`config.mk`:
```
export PLATFORM = sky130hd
export DESIGN_NAME = pnn_fifo
export DESIGN_NICKNAME = d
export VERILOG_FILES = /design/src/hw/rtl/pnn_pkg.sv /design/src/hw/rtl/pnn_fifo.sv
export SDC_FILE = /design/constraint.sdc
export NUM_CORES = 1
export LEC_CHECK = 0
export ABC_AREA = 1
export BUFFER_PORTS_ARGS = -buffer_cell sky130_fd_sc_hd__buf_2
export CELL_PAD_IN_SITES_DETAIL_PLACEMENT = 1
export CELL_PAD_IN_SITES_GLOBAL_PLACEMENT = 2
export CORE_MARGIN = 5
export CORE_UTILIZATION = 39
export DETAILED_ROUTE_END_ITERATION = 12
export HOLD_SLACK_MARGIN = 0.15
export PLACE_DENSITY = 0.8
export SLEW_MARGIN = 20
export SYNTH_ARGS = -nofsm -noshare
export SYNTH_HDL_FRONTEND = slang
export SYNTH_SLANG_ARGS = --single-unit
```
`constraint.sdc`:
```
create_clock -name clk_i -period 4.81 [get_ports clk_i]
set_clock_uncertainty 0.05 [all_clocks]
set_input_delay 0 -clock clk_i [delete_from_list [all_inputs] [get_ports clk_i]]
set_output_delay 0 -clock clk_i [all_outputs]
set_load 0.1 [all_outputs]
```
`src/hw/rtl/pnn_pkg.sv`:
```
// pnn_pkg: widths, types, state encodings and sizes for the periodic nearest neighbor block
// no dependencies; used by every other file in hw/rtl except pnn_ram

package pnn_pkg;

  localparam int unsigned MAX_SPHERES = 32;
  localparam int unsigned ADDR_W      = $clog2(MAX_SPHERES);
  localparam int unsigned FILL_W      = $clog2(MAX_SPHERES + 1);
  localparam int unsigned IDX_W       = 6;

  localparam int unsigned COORD_W     = 20;
  localparam int unsigned FRAC_W      = 8;
  localparam int unsigned INT_W       = COORD_W - FRAC_W;
  localparam int unsigned BOX_W       = 13;
  localparam int unsigned LEN_W       = BOX_W + FRAC_W;
  localparam int unsigned SQ_W        = 2 * COORD_W;
  localparam int unsigned D2_W        = SQ_W + 2;
  localparam int unsigned ROOT_W      = D2_W / 2;
  localparam int unsigned SUM_W       = 26;

  localparam int unsigned RED_STEPS   = INT_W;
  localparam int unsigned RED_CNT_W   = $clog2(RED_STEPS);
  localparam int unsigned SQRT_STEPS  = ROOT_W;
  localparam int unsigned DIV_STEPS   = SUM_W;
  localparam int unsigned STEP_W      = $clog2(DIV_STEPS);

  localparam int unsigned QUEUE_DEPTH = 2;
  localparam int unsigned QPTR_W      = $clog2(QUEUE_DEPTH);
  localparam int unsigned QCNT_W      = $clog2(QUEUE_DEPTH + 1);

  localparam logic [BOX_W-1:0] BOX_RESET = BOX_W'(256);

  typedef logic [COORD_W-1:0] coord_t;
  typedef logic [LEN_W-1:0]   len_t;
  typedef logic [FILL_W-1:0]  fill_t;
  typedef logic [ADDR_W-1:0]  addr_t;
  typedef logic [SQ_W-1:0]    sq_t;
  typedef logic [D2_W-1:0]    d2_t;
  typedef logic [ROOT_W-1:0]  root_t;
  typedef logic [ROOT_W+1:0]  srem_t;
  typedef logic [SUM_W-1:0]   sum_t;
  typedef logic [STEP_W-1:0]  step_t;
  typedef logic [RED_CNT_W-1:0] red_cnt_t;

  typedef struct packed {
    coord_t x;
    coord_t y;
    coord_t z;
    coord_t r;
  } sphere_t;

  typedef struct packed {
    sphere_t sph;
    logic    last;
  } qent_t;

  typedef struct packed {
    logic             is_summary;
    logic [IDX_W-1:0] sphere_index;
    logic [IDX_W-1:0] neighbor_index;
    logic             found;
    coord_t           nearest_distance;
    coord_t           edge_distance;
    logic [IDX_W-1:0] stored_count;
    logic             last_result;
  } rec_t;

  typedef enum logic [1:0] {
    F_IDLE,
    F_RED,
    F_PUSH
  } front_state_e;

  typedef enum logic [2:0] {
    B_LOAD,
    B_ROW_RD,
    B_ROW_LAT,
    B_SCAN,
    B_ROOT,
    B_EMIT,
    B_DIV,
    B_SUM
  } back_state_e;

endpackage

```
`src/hw/rtl/pnn_fifo.sv`:
```
// pnn_fifo: short queue between the front and back parts
// depends on pnn_pkg for the entry type and depth

module pnn_fifo (
  input  logic           clk_i,
  input  logic           rst_ni,
  input  logic           push_i,
  input  pnn_pkg::qent_t data_i,
  output logic           full_o,
  input  logic           pop_i,
  output pnn_pkg::qent_t data_o,
  output logic           empty_o
);

  pnn_pkg::qent_t                 mem_q [pnn_pkg::QUEUE_DEPTH];
  logic [pnn_pkg::QPTR_W-1:0]     wptr_q, wptr_d, rptr_q, rptr_d;
  logic [pnn_pkg::QCNT_W-1:0]     cnt_q, cnt_d;

  assign full_o  = (cnt_q == pnn_pkg::QCNT_W'(pnn_pkg::QUEUE_DEPTH));
  assign empty_o = (cnt_q == '0);
  assign data_o  = mem_q[rptr_q];

  always_comb begin
    wptr_d = wptr_q;
    rptr_d = rptr_q;
    cnt_d  = cnt_q;
    if (push_i) begin
      wptr_d = (wptr_q == pnn_pkg::QPTR_W'(pnn_pkg::QUEUE_DEPTH - 1)) ? '0 : wptr_q + 1'b1;
    end
    if (pop_i) begin
      rptr_d = (rptr_q == pnn_pkg::QPTR_W'(pnn_pkg::QUEUE_DEPTH - 1)) ? '0 : rptr_q + 1'b1;
    end
    if (push_i && !pop_i) begin
      cnt_d = cnt_q + 1'b1;
    end else if (pop_i && !push_i) begin
      cnt_d = cnt_q - 1'b1;
    end
  end

  always_ff @(posedge clk_i or negedge rst_ni) begin
    if (!rst_ni) begin
      wptr_q <= '0;
      rptr_q <= '0;
      cnt_q  <= '0;
    end else begin
      wptr_q <= wptr_d;
      rptr_q <= rptr_d;
      cnt_q  <= cnt_d;
    end
  end

  always_ff @(posedge clk_i) begin
    if (push_i) begin
      mem_q[wptr_q] <= data_i;
    end
  end

endmodule

```
# ---- Yosys cells after proc, flatten, opt, wreduce, memory -nomap -nowiden
# Memories as Yosys holds them, arrays and structs flattened.
# Cells that the tools add are included.
dict set report op_classes {
  addsub 4
  n_eq_ne 1
  n_mux 6
  reduce_logical 6
}
# cell count
set op_table {}
lappend op_table {{$mux W1} 4}
lappend op_table {{$mux W2} 2}
lappend op_table {{$add A1 B1 Y1 const B} 2}
lappend op_table {{$add A2 B1 Y2 const B} 1}
lappend op_table {{$eq A2 B2 Y1 const B} 1}
lappend op_table {{$logic_and A1 B1 Y1} 2}
lappend op_table {{$logic_not A1 Y1} 2}
lappend op_table {{$logic_not A2 Y1} 1}
lappend op_table {{$reduce_bool A2 Y1} 1}
lappend op_table {{$sub A2 B1 Y2 const B} 1}
dict set report totals {
  regBits 4
  ramBits 162
  in_bits 85
  out_inout_bits 83
  wordCells 21
  memories 1
}
# memory words width rd rd_ports_with_merged_regs write_ports line_no
set memory_table {}
lappend memory_table {mem_q 2 81 1 0 1 pnn_fifo.sv:15} ;# pnn_pkg::qent_t mem_q [pnn_pkg::QUEUE_DEPTH];

# ---- Depth between registers and ports, before layout
dict set report logic_depth {
  depth_word 4
  mapped_depth 7
  ltp_nobuf 7
}

# ---- Worst setup path before layout
# OpenSTA, ideal clock, no wires.
dict set report synth_path {
  kind {register to register}
  startpoint {register wptr_q}
  endpoint {memory mem_q[0][0] in the netlist's numbering (enable)}
  setup_ns 0.523
  t_arrival_ns 3.789
  required_time_ns 4.237
  slack_ns 0.448
  path_stages_with_launch 2
  n_path_buf 0
  period_less_slack_ns 4.362
  path_cell_list {dfrtp_1 > nor2_1}
}
# element line_no
set synth_lines {}
lappend synth_lines {{start: declaration} pnn_fifo.sv:16} ;# logic [pnn_pkg::QPTR_W-1:0] wptr_q, wptr_d, rptr_q, rptr_d;
lappend synth_lines {{start signal: assignment} pnn_fifo.sv:46} ;# wptr_q <= wptr_d;
lappend synth_lines {{end: declaration} pnn_fifo.sv:15}
# Straight into the memory's write port.

==> results.md <==
- Final min period: between 2 and 2.5 ns
- Placed cell area: 7430 um2
- I/O pin count: roughly 170
- R2R depth: 3
- Worst-Skew Late Latency: around 0.4 ns
- CP arrival: between 2 and 2.5 ns
- RSZ-0062 raised after global routing: no
- WS Path Type: register to primary output
- Largest net degree at the start of global routing: between 60 and 70
- Starting Density: 39.3%
- Chip Width: 139 um
- CTS max path bufs: 2
- Cts repair resizes: 0
- Final hold slack: 0.258 ns
- Status: finished, final reports clean
- Grt total ovfl: 0
- Post-DP HPWL: 8600 um
- Setup TNS: 0 ns
- Most frequent cells in the layout: buf_2 (167), edfxtp_1 (162), dlygate4sd3_1 (85)
- Post-Syn Area: around 6500 um2
- Placer Congestion: 0.698
- R2R setup slack: 2.86 ns
- Setup WS post-layout: 2.50 ns
- Die area: 19200 um2
- Netlist cell types: 14
- Share of layout cells above drive strength 1: between 50% and 60%
- Net Count, Synth: 363
- Ys Warns: 0
- Period utilization: 48.0%
- Vias in the first global route: 3987
- Initial antenna violation count: 1
- H-tree depth: 4
- CTS Buf Count: 17
- Avg WL per Cell: 17.9 um
- Commonest non-fill, non-tap cell in the layout: buf_2
- Sequential share of the synthesized area: 77.0%
- Vias per cell: approximately 4.4
- DR pass1 iterations: 4
- Startpoint class of the critical path: register
- First-pass GRT wire length: 22000 um
- CP startpoint: rptr_q
- Slew @ Worst Pin: between 0.8 and 0.9 ns
- CTS Sinks: 166
- Worst r2r dst: mem_q[1][76]
- TritonCTS clock tree: yes
- Place WS: 2.33 ns
- Root Driver: clkbuf_16
- Routed wire length: between 10000 and 15000 um
- Design area: 8810 um2
- Max Fclk: 433 MHz
- RR Startpoint: wptr_q
- Final slew viol count: 0
- Max FO, Critical Path: 23
- CP required: 4.76 ns
- Vias: 3423
- Die H: 139 um
- Cells after Synth: ~280
- DRC violations left: 0
- CTS clk-pin slew, worst paths: 0.06 ns
- Area contributors post-synth: edfxtp_1 (75%), mux2_4 (18%), buf_12 (2.5%)
- Final setup viols: 0
- DR iter-0 viols: ~160
- Register bit total from synthesis: between 150 and 200
- Worst rel slew slack: 45.7%
- Yosys top cell area share: 75.4%
- Antenna viol nets, final: 0
- Hold Crit Class: input pin to register
- Core area: 16400 um2
- Nets: 630
- Mean post-synth cell area: roughly 23 um2
- Max-cap violations: 0
- Port Buffers: 167
- Gr usage total: 14.8%
- Final Hold Viols: 0
- Area Overhead vs Synth: 36.6%
- Worst setup path end: data_o[50]
- Critical Path End Type: primary output
- Yosys top cell by area: edfxtp_1
- Total number of placement rows: 47
## synth_stat cells
| cell type | n |
|---|---|
| buf_12 | 8 |
| edfxtp_1 | 162 |
| nand3_1 | 1 |
| nor2_1 | 3 |
| mux2_2 | 2 |
| mux2_4 | 79 |
| dfrtp_1 | 4 |
| nand2_1 | 5 |
| xnor2_1 | 1 |
| nand4_1 | 1 |
| buf_6 | 1 |
| inv_1 | 7 |
| ha_1 | 1 |
| xor2_1 | 2 |
## routing by layer
metal / track usage (%) / part of all wire, %
met1: 16.4 / 39
met2: 26.4 / 54
met3: 5.31 / 5.3
met4: 5.30 / 1.6
met5: 0 / 0
## cells by family after synthesis
| family | Yosys count | share of synthesized area (%) |
|---|---|---|
| XOR/XNOR | 3 | 0.407 |
| adder cells (fa/ha/maj) | 1 | 0.194 |
| buffers and inverters | 16 | 3.06 |
| flip-flops | 166 | 77.0 |
| multiplexers | 81 | 18.7 |
| AND/OR/NAND/NOR | 10 | 0.640 |
## state kept, by name, summed over array words and instances, names as in the netlist
| register | flops |
|---|---|
| cnt_q | 2 |
| wptr_q | 1 |
| mem_q | 162 |
| rptr_q | 1 |
## worst min path at each step
stage | slack [ns] | cells after the start | to | startpoint
6_report | 0.26 | 2 | mem_q[1][80] | data_i[80]
5_1_grt | 0.24 | 2 | mem_q[0][5] | data_i[5]
4_1_cts | 0.23 | 2 | mem_q[0][67] | data_i[67]
3_5_place_dp | -0.23 | 1 | cnt_q[0] | rst_ni
3_3_place_gp | -0.23 | 1 | wptr_q | rst_ni
2_1_floorplan | -0.35 | 0 | cnt_q[0] | rst_ni
## critical path: stages (launching register included)
cell and delay (ns):
dfrtp_4 0.71, buf_4 0.45, mux2_4 0.23, buf_2 0.43
## repair_timing
action | 4_1_cts | 5_1_grt
hold buffers | 85 | 0
buffers inserted | 0 | 0
endpoints found under the setup margin | 0 | 0
hold endpoints to repair | 186 | 0
## final cells by class
cell class	instances	area, um2
fillers	1538	7590
clock inverters	11	61.3
multi-input cells	95	1300
diodes	1	2.50
repair buffers	257	1740
well taps	220	275
flip-flops and latches	166	4970
clock buffers	20	437
inverters	7	28.8
## stage by stage
step,util (%),cells
after floorplan,-,277
after global placement,45.3,659
after detailed placement,45.3,659
after CTS,53.5,775
after global routing,53.7,777
final,53.7,777
Power is left out: the tool's default activity adds up to more than one toggle a clock period on the data nets, which glitch-free logic cannot reach.
