[src/hw/rtl/pnn_pkg.sv]
// pnn_pkg: widths, types, state encodings and sizes for the periodic nearest neighbor block
// no dependencies; used by every other file in hw/rtl except pnn_ram

package pnn_pkg;

  localparam int unsigned MAX_SPHERES = 32;
  localparam int unsigned ADDR_W      = $clog2(MAX_SPHERES);
  localparam int unsigned FILL_W      = $clog2(MAX_SPHERES + 1);
  localparam int unsigned IDX_W       = 6;

  localparam int unsigned COORD_W     = 20;
  localparam int unsigned FRAC_W      = 8;
  localparam int unsigned INT_W       = COORD_W - FRAC_W;
  localparam int unsigned BOX_W       = 13;
  localparam int unsigned LEN_W       = BOX_W + FRAC_W;
  localparam int unsigned SQ_W        = 2 * COORD_W;
  localparam int unsigned D2_W        = SQ_W + 2;
  localparam int unsigned ROOT_W      = D2_W / 2;
  localparam int unsigned SUM_W       = 26;

  localparam int unsigned RED_STEPS   = INT_W;
  localparam int unsigned RED_CNT_W   = $clog2(RED_STEPS);
  localparam int unsigned SQRT_STEPS  = ROOT_W;
  localparam int unsigned DIV_STEPS   = SUM_W;
  localparam int unsigned STEP_W      = $clog2(DIV_STEPS);

  localparam int unsigned QUEUE_DEPTH = 2;
  localparam int unsigned QPTR_W      = $clog2(QUEUE_DEPTH);
  localparam int unsigned QCNT_W      = $clog2(QUEUE_DEPTH + 1);

  localparam logic [BOX_W-1:0] BOX_RESET = BOX_W'(256);

  typedef logic [COORD_W-1:0] coord_t;
  typedef logic [LEN_W-1:0]   len_t;
  typedef logic [FILL_W-1:0]  fill_t;
  typedef logic [ADDR_W-1:0]  addr_t;
  typedef logic [SQ_W-1:0]    sq_t;
  typedef logic [D2_W-1:0]    d2_t;
  typedef logic [ROOT_W-1:0]  root_t;
  typedef logic [ROOT_W+1:0]  srem_t;
  typedef logic [SUM_W-1:0]   sum_t;
  typedef logic [STEP_W-1:0]  step_t;
  typedef logic [RED_CNT_W-1:0] red_cnt_t;

  typedef struct packed {
    coord_t x;
    coord_t y;
    coord_t z;
    coord_t r;
  } sphere_t;

  typedef struct packed {
    sphere_t sph;
    logic    last;
  } qent_t;

  typedef struct packed {
    logic             is_summary;
    logic [IDX_W-1:0] sphere_index;
    logic [IDX_W-1:0] neighbor_index;
    logic             found;
    coord_t           nearest_distance;
    coord_t           edge_distance;
    logic [IDX_W-1:0] stored_count;
    logic             last_result;
  } rec_t;

  typedef enum logic [1:0] {
    F_IDLE,
    F_RED,
    F_PUSH
  } front_state_e;

  typedef enum logic [2:0] {
    B_LOAD,
    B_ROW_RD,
    B_ROW_LAT,
    B_SCAN,
    B_ROOT,
    B_EMIT,
    B_DIV,
    B_SUM
  } back_state_e;

endpackage

[src/hw/rtl/pnn_if.sv]
// pnn_if: valid/ready stream interfaces for sphere input and result output
// depends on pnn_pkg for field widths

interface pnn_in_if;
  logic                  valid;
  logic                  ready;
  pnn_pkg::coord_t       center_x;
  pnn_pkg::coord_t       center_y;
  pnn_pkg::coord_t       center_z;
  pnn_pkg::coord_t       sphere_radius;
  logic                  last_sphere;

  modport source (output valid, center_x, center_y, center_z, sphere_radius, last_sphere,
                  input ready);
  modport sink   (input valid, center_x, center_y, center_z, sphere_radius, last_sphere,
                  output ready);
endinterface


[src/hw/rtl/pnn_front.sv]
// pnn_front: accepts spheres and reduces each centre modulo the box length
// depends on pnn_pkg and pnn_in_if; feeds pnn_fifo

module pnn_front (
  input  logic                      clk_i,
  input  logic                      rst_ni,
  input  logic [pnn_pkg::BOX_W-1:0] box_i,
  pnn_in_if.sink                    in_i,
  output logic                      push_o,
  output pnn_pkg::qent_t            push_data_o,
  input  logic                      full_i
);

  pnn_pkg::front_state_e             state_q, state_d;
  pnn_pkg::red_cnt_t                 cnt_q;
  logic [2:0][pnn_pkg::INT_W-1:0]    hi_q;
  logic [2:0][pnn_pkg::FRAC_W-1:0]   lo_q;
  logic [2:0][pnn_pkg::BOX_W-1:0]    rem_q;
  logic [2:0][pnn_pkg::BOX_W-1:0]    rem_d;
  pnn_pkg::coord_t                   rad_q;
  logic                              last_q;
  logic [pnn_pkg::BOX_W-1:0]         divisor;
  logic [pnn_pkg::BOX_W:0]           shifted;
  logic                              accept;

  assign divisor = (box_i == '0) ? pnn_pkg::BOX_W'(1) : box_i;
  assign accept  = in_i.valid && in_i.ready;

  // one restoring step per cycle on each axis
  always_comb begin
    for (int k = 0; k < 3; k++) begin
      shifted  = {rem_q[k], hi_q[k][pnn_pkg::INT_W-1]};
      rem_d[k] = (shifted >= {1'b0, divisor}) ? pnn_pkg::BOX_W'(shifted - {1'b0, divisor})
                                              : pnn_pkg::BOX_W'(shifted);
    end
  end

  always_comb begin
    state_d  = state_q;
    in_i.ready = 1'b0;
    push_o   = 1'b0;
    case (state_q)
      pnn_pkg::F_IDLE: begin
        in_i.ready = 1'b1;
        if (in_i.valid) state_d = pnn_pkg::F_RED;
      end
      pnn_pkg::F_RED: begin
        if (cnt_q == pnn_pkg::red_cnt_t'(pnn_pkg::RED_STEPS - 1)) state_d = pnn_pkg::F_PUSH;
      end
      pnn_pkg::F_PUSH: begin
        if (!full_i) begin
          push_o  = 1'b1;
          state_d = pnn_pkg::F_IDLE;
        end
      end
      default: state_d = pnn_pkg::F_IDLE;
    endcase
  end

  always_ff @(posedge clk_i or negedge rst_ni) begin
    if (!rst_ni) begin
      state_q <= pnn_pkg::F_IDLE;
      cnt_q   <= '0;
    end else begin
      state_q <= state_d;
      if (accept) begin
        cnt_q <= '0;
      end else if (state_q == pnn_pkg::F_RED) begin
        cnt_q <= cnt_q + 1'b1;
      end
    end
  end

  always_ff @(posedge clk_i) begin
    if (accept) begin
      hi_q[0] <= in_i.center_x[pnn_pkg::COORD_W-1:pnn_pkg::FRAC_W];
      hi_q[1] <= in_i.center_y[pnn_pkg::COORD_W-1:pnn_pkg::FRAC_W];
      hi_q[2] <= in_i.center_z[pnn_pkg::COORD_W-1:pnn_pkg::FRAC_W];
      lo_q[0] <= in_i.center_x[pnn_pkg::FRAC_W-1:0];
      lo_q[1] <= in_i.center_y[pnn_pkg::FRAC_W-1:0];
      lo_q[2] <= in_i.center_z[pnn_pkg::FRAC_W-1:0];
      rem_q   <= '0;
      rad_q   <= in_i.sphere_radius;
      last_q  <= in_i.last_sphere;
    end else if (state_q == pnn_pkg::F_RED) begin
      for (int k = 0; k < 3; k++) begin
        hi_q[k]  <= {hi_q[k][pnn_pkg::INT_W-2:0], 1'b0};
        rem_q[k] <= rem_d[k];
      end
    end
  end

  assign push_data_o.sph.x = {rem_q[0][pnn_pkg::INT_W-1:0], lo_q[0]};
  assign push_data_o.sph.y = {rem_q[1][pnn_pkg::INT_W-1:0], lo_q[1]};
  assign push_data_o.sph.z = {rem_q[2][pnn_pkg::INT_W-1:0], lo_q[2]};
  assign push_data_o.sph.r = rad_q;
  assign push_data_o.last  = last_q;

endmodule

[src/flat_wrapper.sv]
// flat-port wrapper written by rule: the top's interface ports become plain ports
module pnn_front_flat 
  (clk_i, rst_ni, box_i, push_o, push_data_o, full_i, in_i_valid, in_i_center_x, in_i_center_y, in_i_center_z, in_i_sphere_radius, in_i_last_sphere, in_i_ready);
  pnn_in_if in_i_i ();
  input  logic clk_i;
  input  logic rst_ni;
  input  logic [pnn_pkg::BOX_W-1:0] box_i;
  output logic push_o;
  output pnn_pkg::qent_t push_data_o;
  input  logic full_i;
  input wire logic [$bits(in_i_i.valid)-1:0] in_i_valid;
  input wire logic [$bits(in_i_i.center_x)-1:0] in_i_center_x;
  input wire logic [$bits(in_i_i.center_y)-1:0] in_i_center_y;
  input wire logic [$bits(in_i_i.center_z)-1:0] in_i_center_z;
  input wire logic [$bits(in_i_i.sphere_radius)-1:0] in_i_sphere_radius;
  input wire logic [$bits(in_i_i.last_sphere)-1:0] in_i_last_sphere;
  output wire logic [$bits(in_i_i.ready)-1:0] in_i_ready;
  assign in_i_i.valid = in_i_valid;
  assign in_i_i.center_x = in_i_center_x;
  assign in_i_i.center_y = in_i_center_y;
  assign in_i_i.center_z = in_i_center_z;
  assign in_i_i.sphere_radius = in_i_sphere_radius;
  assign in_i_i.last_sphere = in_i_last_sphere;
  assign in_i_ready = in_i_i.ready;
  pnn_front u_core (.clk_i(clk_i), .rst_ni(rst_ni), .box_i(box_i), .in_i(in_i_i), .push_o(push_o), .push_data_o(push_data_o), .full_i(full_i));
endmodule
[config.mk]
export PLATFORM = sky130hd
export DESIGN_NAME = pnn_front_flat
export DESIGN_NICKNAME = d
export VERILOG_FILES = /design/src/hw/rtl/pnn_pkg.sv /design/src/hw/rtl/pnn_if.sv /design/src/hw/rtl/pnn_front.sv /design/src/flat_wrapper.sv
export SDC_FILE = /design/constraint.sdc
export NUM_CORES = 1
export LEC_CHECK = 0
export ABC_AREA = 1
export ABC_CLOCK_PERIOD_IN_PS = 3600
export BUFFER_PORTS_ARGS = -buffer_cell sky130_fd_sc_hd__buf_2
export CAP_MARGIN = 20
export CORE_AREA = 5 5 147 149
export CTS_CLUSTER_DIAMETER = 60
export CTS_CLUSTER_SIZE = 20
export DETAILED_ROUTE_END_ITERATION = 12
export DIE_AREA = 0 0 152 154
export GPL_TIMING_DRIVEN = 0
export PLACE_DENSITY_LB_ADDON = 0.05
export RECOVER_POWER = 50
export SLEW_MARGIN = 20
export SYNTH_ARGS = -nofsm -noshare
export SYNTH_HDL_FRONTEND = slang
export SYNTH_SLANG_ARGS = --single-unit
[constraint.sdc]
create_clock -name clk_i -period 3.6 [get_ports clk_i]
set_input_delay 0.18 -clock clk_i [delete_from_list [all_inputs] [get_ports clk_i]]
set_output_delay 0.18 -clock clk_i [all_outputs]
set_load 0.01 [all_outputs]
**After elaboration in Yosys (flattened, before gate mapping)**

Cells that the tools add are included.

- Register bits after elaboration: 126
- Input port bits: 98
- Output and inout bits: 83
- Logic and storage cells: 46

- Add/sub/neg operators: 4
- Order comparisons: 3
- Eq/ne operators: 6
- Mux-type cells: 15
- Reduce and logical (&&, ||, !) cells: 5

Operator list:

| operator | count |
|---|---|
| 36-bit 2-to-1 mux | 2 |
| 13-bit 2-to-1 mux | 4 |
| 14-bit by 13-bit >= comparator with 1-bit output | 3 |
| 13-bit subtractor | 3 |
| 13-bit logical NOT | 1 |
| 4-bit 2-to-1 mux | 2 |
| 2-bit 2-to-1 mux | 3 |
| 2-bit one-hot mux with 3 select lines | 1 |
| 4-bit by 1-bit adder with 4-bit output (second input constant) | 1 |
| 4-bit equality test (second input constant) | 1 |
| 2-bit inequality test (second input constant) | 2 |
| 1-bit 2-to-1 mux | 3 |
| 3-bit AND reduction | 1 |
| 2-bit by 1-bit equality test with 1-bit output (second input constant) | 1 |
| 2-bit equality test (second input constant) | 1 |
| 2-bit logical NOT | 1 |
| 2-bit by 1-bit inequality test with 1-bit output (second input constant) | 1 |
| 2-bit nonzero test | 1 |
| 1-bit logical AND | 1 |

**Logic depth before layout (Yosys ltp)**

- Depth in word-level cells: 4
- Mapped depth: 18
- Mapped depth without buffers: 17

**Worst setup path after synthesis**

OpenSTA, ideal clock, no wires.

- Kind: register to register
- Start point: register u_core.state_q[1]
- End point: register u_core.last_q, enable pin
- Setup time: 0.427 ns
- Arrival time: 2.259 ns
- Required time: 3.173 ns
- Setup slack: 0.914 ns
- Cell stages (with the launch flop): 5
- Path buffers: 1
- Clock period less this slack: 2.686 ns
- Path through: dfrtp_1 nor2_1 nand2_1 inv_2 clkbuf_1

- Word-level cells in the longest chain between the ends: 3

RTL lines:

| element | line | RTL |
|---|---|---|
| start, declared | pnn_front.sv:14 | `pnn_pkg::front_state_e state_q, state_d;` |
| start signal, assigned | pnn_front.sv:62 | `state_q <= pnn_pkg::F_IDLE;` |
| start signal, assigned | pnn_front.sv:65 | `state_q <= state_d;` |
| 2-bit logical NOT | pnn_front.sv:42 | `case (state_q)` |
| 1-bit 2-to-1 mux | pnn_front.sv:42 |  |
| net in_i_ready | flat_wrapper.sv:17 | `output wire logic [$bits(in_i_i.ready)-1:0] in_i_ready;` |
| 1-bit logical AND | pnn_front.sv:27 | `assign accept = in_i.valid && in_i.ready;` |
| net u_core.accept | pnn_front.sv:24 | `logic accept;` |
| end signal, assigned | pnn_front.sv:84 | `last_q <= in_i.last_sphere;` |
| end, declared | pnn_front.sv:21 | `logic last_q;` |

The timed path passes the listed nets, and every way through them passes these cells.
A chain may end at the register's enable or synchronous reset.

**Final worst setup path**

- Start point: input port box_i[10] (netlist name)
- End point: register u_core.rem_q, in the netlist u_core.push_data_o[54]

- Word-level cells in the longest chain between the ends: 4
- Elaborated cells on any way between the ends: 5
- Those cells by class: 1 x add/sub; 1 x order compare; 2 x mux; 1 x reduce/logical

RTL lines:

| element | line | RTL |
|---|---|---|
| start, declared | flat_wrapper.sv:7 | `input logic [pnn_pkg::BOX_W-1:0] box_i;` |
| 13-bit logical NOT | pnn_front.sv:26 | `assign divisor = (box_i == '0) ? pnn_pkg::BOX_W'(1) : box_i;` |
| 13-bit 2-to-1 mux * | pnn_front.sv:26 |  |
| 13-bit subtractor or 14-bit by 13-bit >= comparator with 1-bit output (tied branches) | pnn_front.sv:33 | `rem_d[k] = (shifted >= {1'b0, divisor}) ? pnn_pkg::BOX_W'(shifted - {1'b0, divisor})` |
| 13-bit 2-to-1 mux * | pnn_front.sv:33 |  |
| end signal, assigned by index | pnn_front.sv:88 | `rem_q[k] <= rem_d[k];` |
| end, declared | pnn_front.sv:18 | `logic [2:0][pnn_pkg::BOX_W-1:0] rem_q;` |

Every way passes the cells marked *; elsewhere a longest branch is shown, timed or not.

==> results.toml <==
[setup_path]
critPathSlowestCell = "sky130_fd_sc_hd__fa_1"
timing.critical_path.from_type = "input pin"
cp_top_family = "simple AND/OR/NAND/NOR gates"
crit_start = "box_i[10]"
timing.critical_path.cells = "buf_2 > inv_1 > nand4_1 > nor3_1 > a41o_1 > ha_1 > inv_1 > fa_1 > nand2_1 > nand2_1 > nand3_1 > nand2_1 > nand2_1 > nand3_2 > buf_6 > nor2_1 > nor2_1 > nand2_1 > nand2_1"
crit_type = "in2reg"
crit_top_cell = "sky130_fd_sc_hd__nand2_1"
max_incr_delay_on_cp_ns = 0.45
cp.required_ns = 3.91
critPathMaxFanout = 10
critPathArrivalTime_ns = 3.03
kind_of_end_point_of_the_critical_path = "register"
number_of_cells_on_the_worst_reg_to_reg_path = 15
instance_count_on_the_critical_path = 19
r2r_start = "u_core.hi_q[23]$_DFFE_PP_"
path_buf_inv = 4

[floorplanning]
fp.dieW_um = 152
core.rowCount = 52
die_height_um = 154
fp.coreArea_um2 = 20000
ios = 181
die_area_um2 = 23400
starting_density_of_the_core = 0.393

[synthesis]
ys.warnings.count = 0
per_instance_average_area_after_synthesis_um2 = 7.73
summed_instance_area_of_the_synthesized_netlist_um2 = 7870
synth_largest_area_cell = "sky130_fd_sc_hd__edfxtp_1"
synth_top_flop_cell = "sky130_fd_sc_hd__edfxtp_1"
syn_nets = 1159
yosys.cell_count.top_type = "sky130_fd_sc_hd__nand2_1"
ys_top_cells_by_count = "sky130_fd_sc_hd__nand2_1, sky130_fd_sc_hd__inv_1, sky130_fd_sc_hd__edfxtp_1, sky130_fd_sc_hd__nor2_1, sky130_fd_sc_hd__nand3_1"
edff_count_synth = 81
post_synthesis_sequential_area_ratio = 0.427
yosys_register_bits = 126
synth.area.top_cells = "sky130_fd_sc_hd__edfxtp_1, sky130_fd_sc_hd__nand2_1, sky130_fd_sc_hd__dfxtp_1, sky130_fd_sc_hd__inv_1, sky130_fd_sc_hd__ha_1"
area_share_of_the_largest_cell_type_after_synthesis = 0.309
synth_cell_types = 39
synthesis.instances = 1018
asyncSetResetFlopFracSynth = 0.0476

[pwr]
pwr_density_cell_nw_per_um2 = 932
power_switching_share = 0.444
max-vdd-ir-drop_mv = 0.373
combPwrFrac = 0.529
power.static_leakage_nw = 5.17
power.switching_mw = 4.19
seq_power_share = 0.279
power.internal_mw = 5.26
clock_power_share = 0.192
power.total_mw = 9.45

[sta]
finalWorstPathRequiredPeriod_ns = 2.72
final.setup_skew_ns = 0.0129
rsz0062_at_grt = "false"
fmaxAchievable_ghz = 0.368
timing.final.max_slew_violations = 0
setup_tns_ns = 0
smallest_setup_slack_after_layout_ns = 0.883
tightestPinTransition_ns = 0.715
finalHoldViolations = 0
finalSetupViolations = 0
slew-limit-headroom = 0.523
finalCritPeriodShare = 0.755

[min_path]
hold_path_depth = 3
holdCritPathClass = "in2reg"
hold_crit_start = "in_i_center_y[15]"

[finish]
insertedDiodeCount = 0
area_growth_syn_to_layout_pct = 28.8
multi_input_area_um2 = 3560
cell_count_final_fillers_out = 1547
layout-drive-gt1-share = 0.191
layout.filler_cells = 2043
nets = 1405
layout.area.seq_um2 = 3360

[clocking]
postCtsSetupRepairBufs = 0
cts-htree-levels = 4
numCtsBuffers = 17
clock_insertion_delay_worst_skew_ns = 0.43
clk_root_buffer_cell = "sky130_fd_sc_hd__clkbuf_16"
post_cts_resized = 0
max-clock-path-buffers = 2
cts_tree = "built"
tritoncts_num_sinks = 126
path_clk_slew_ns = 0.07

[flow_run]
drv.max_cap_violation_count = 0

[grt]
antenna_found_initial = 4
grt_overflow_total = 0
track_usage = 0.194
first_global_vias = 7127
grt_pass1_wl_mm = 36.6
grt_start_max_net_pins = 55

[detailed_routing]
routed_wirelength_mm = 22.7
met2_length_mm = 10.7
dr.pass1.iters = 5
average_wire_per_cell_in_the_routed_design_um = 14.7
vias_per_cell = 4.66
detail_route.iter0.violations = 346
wl_met1_mm = 9.93
ant_nets = 0
met3_routed_wirelength_mm = 1.75
routed-via-count = 7202
routed.top_layer = "met5"
drc = 0

[placed_design]
port_buffers = 180
dpl_worst_slack_ns = 0.439
routability_congestion_estimate = 0.906
dp_cells = 1469
hpwl_mm = 17.0

[outcome]
run_status = "finished clean"
-- path summary, 6_finish.rpt --
path / slack (ns) / to
worst min register to register: 0.47 / u_core.rem_q[25]$_SDFFE_PP0P_
worst max register to register: 1.28 / u_core.push_data_o[54]$_SDFFE_PP0P_
worst min-delay path: 0.02 / u_core.hi_q[19]$_DFFE_PP_
worst max-delay path: 0.88 / u_core.push_data_o[54]$_SDFFE_PP0P_
min in group asynchronous: 0.19 / u_core.state_q[0]$_DFFE_PN0P_
max in group asynchronous: 3.15 / u_core.cnt_q[1]$_DFFE_PN0P_
-- worst register-to-register path: cells and delay by family (launching register included) --
family	cells	cell delay, ns
buf+inv	3	0.36
fa+ha+maj	2	0.59
flops	1	0.40
simple gates	10	0.88
-- area by class of cell --
cell class                 instances  area share
sequential                       126       0.332
tap                              270      0.0333
clock inverter                    15      0.0185
clock buffer                      17      0.0420
inverter                         147      0.0544
timing repair buffer             227       0.130
multi-input combinational        689       0.351
buffer                            56      0.0390
-- power by group through the flow --
stage	Clock [mW]	Sequential [mW]	Combinational (mW)
2_1_floorplan	0	2.59	3.76
3_3_place_gp	0	2.69	4.98
3_5_place_dp	0	2.67	5.04
4_1_cts	1.84	2.64	5.11
5_1_grt	1.91	2.70	5.72
6_report	1.81	2.64	5.00
-- layout by cell type, fill, tap and decap left out, drive strengths merged, types with 2 or more instances in the layout --
cell type      n
clkbuf       116
nor3           3
dfxtp         39
buf          138
nand3b         2
edfxtp        81
ha            40
clkinv         3
nor2          72
dfrtp          6
inv          158
nand3         79
nand4         36
xor2           4
nand2        394
o21bai         3
fa             3
a21oi         14
dlygate4sd3   46
xnor2         13
o21ai         21
and2           2
-- per-stage QoR --
step | area (um^2) | hold slack, ns | util
floorplan | 7870 | -0.116 | -
global placement | 9110 | 0.0158 | 0.455
detailed placement | 9140 | 0.0162 | 0.456
CTS | 10200 | 0.00356 | 0.510
global route | 10100 | 0.0202 | 0.506
finish | 10100 | 0.0175 | 0.506
-- cell families (layout without fill, tap and decap cells) --
kind of cell / count (synthesis) / after routing / synth area share
and+or+nand+nor: 589 / 589 / 0.330
buffers and inverters: 203 / 462 / 0.121
DFF: 126 / 126 / 0.427
adders and majority gates: 43 / 43 / 0.0712
AOI/OAI and AO/OA: 40 / 40 / 0.0324
xor gates and xnor gates: 17 / 17 / 0.0189
-- what timing repair did --
item	4_1_cts	5_1_grt
hold endpoints to repair	51	0
setup endpoints to repair	0	0
hold buffers	46	0
-- flip-flops by register name, summed over array words and instances (netlist names) --
signal	flops
u_core.rad_q	20
u_core.state_q	2
u_core.rem_q	3
u_core.hi_q	36
u_core.cnt_q	4
u_core.last_q	1
u_core.push_data_o	60
-- routing by layer --
| metal | track usage | up-vias |
|---|---|---|
| met2 | 0.325 | 202 |
| met3 | 0.0632 | 27 |
| met4 | 0.0518 | 8 |
| met5 | 0 | - |
| met1 | 0.241 | 3254 |
| li1 | - | 3711 |
Note: power is estimated with default switching activity, not from simulation.
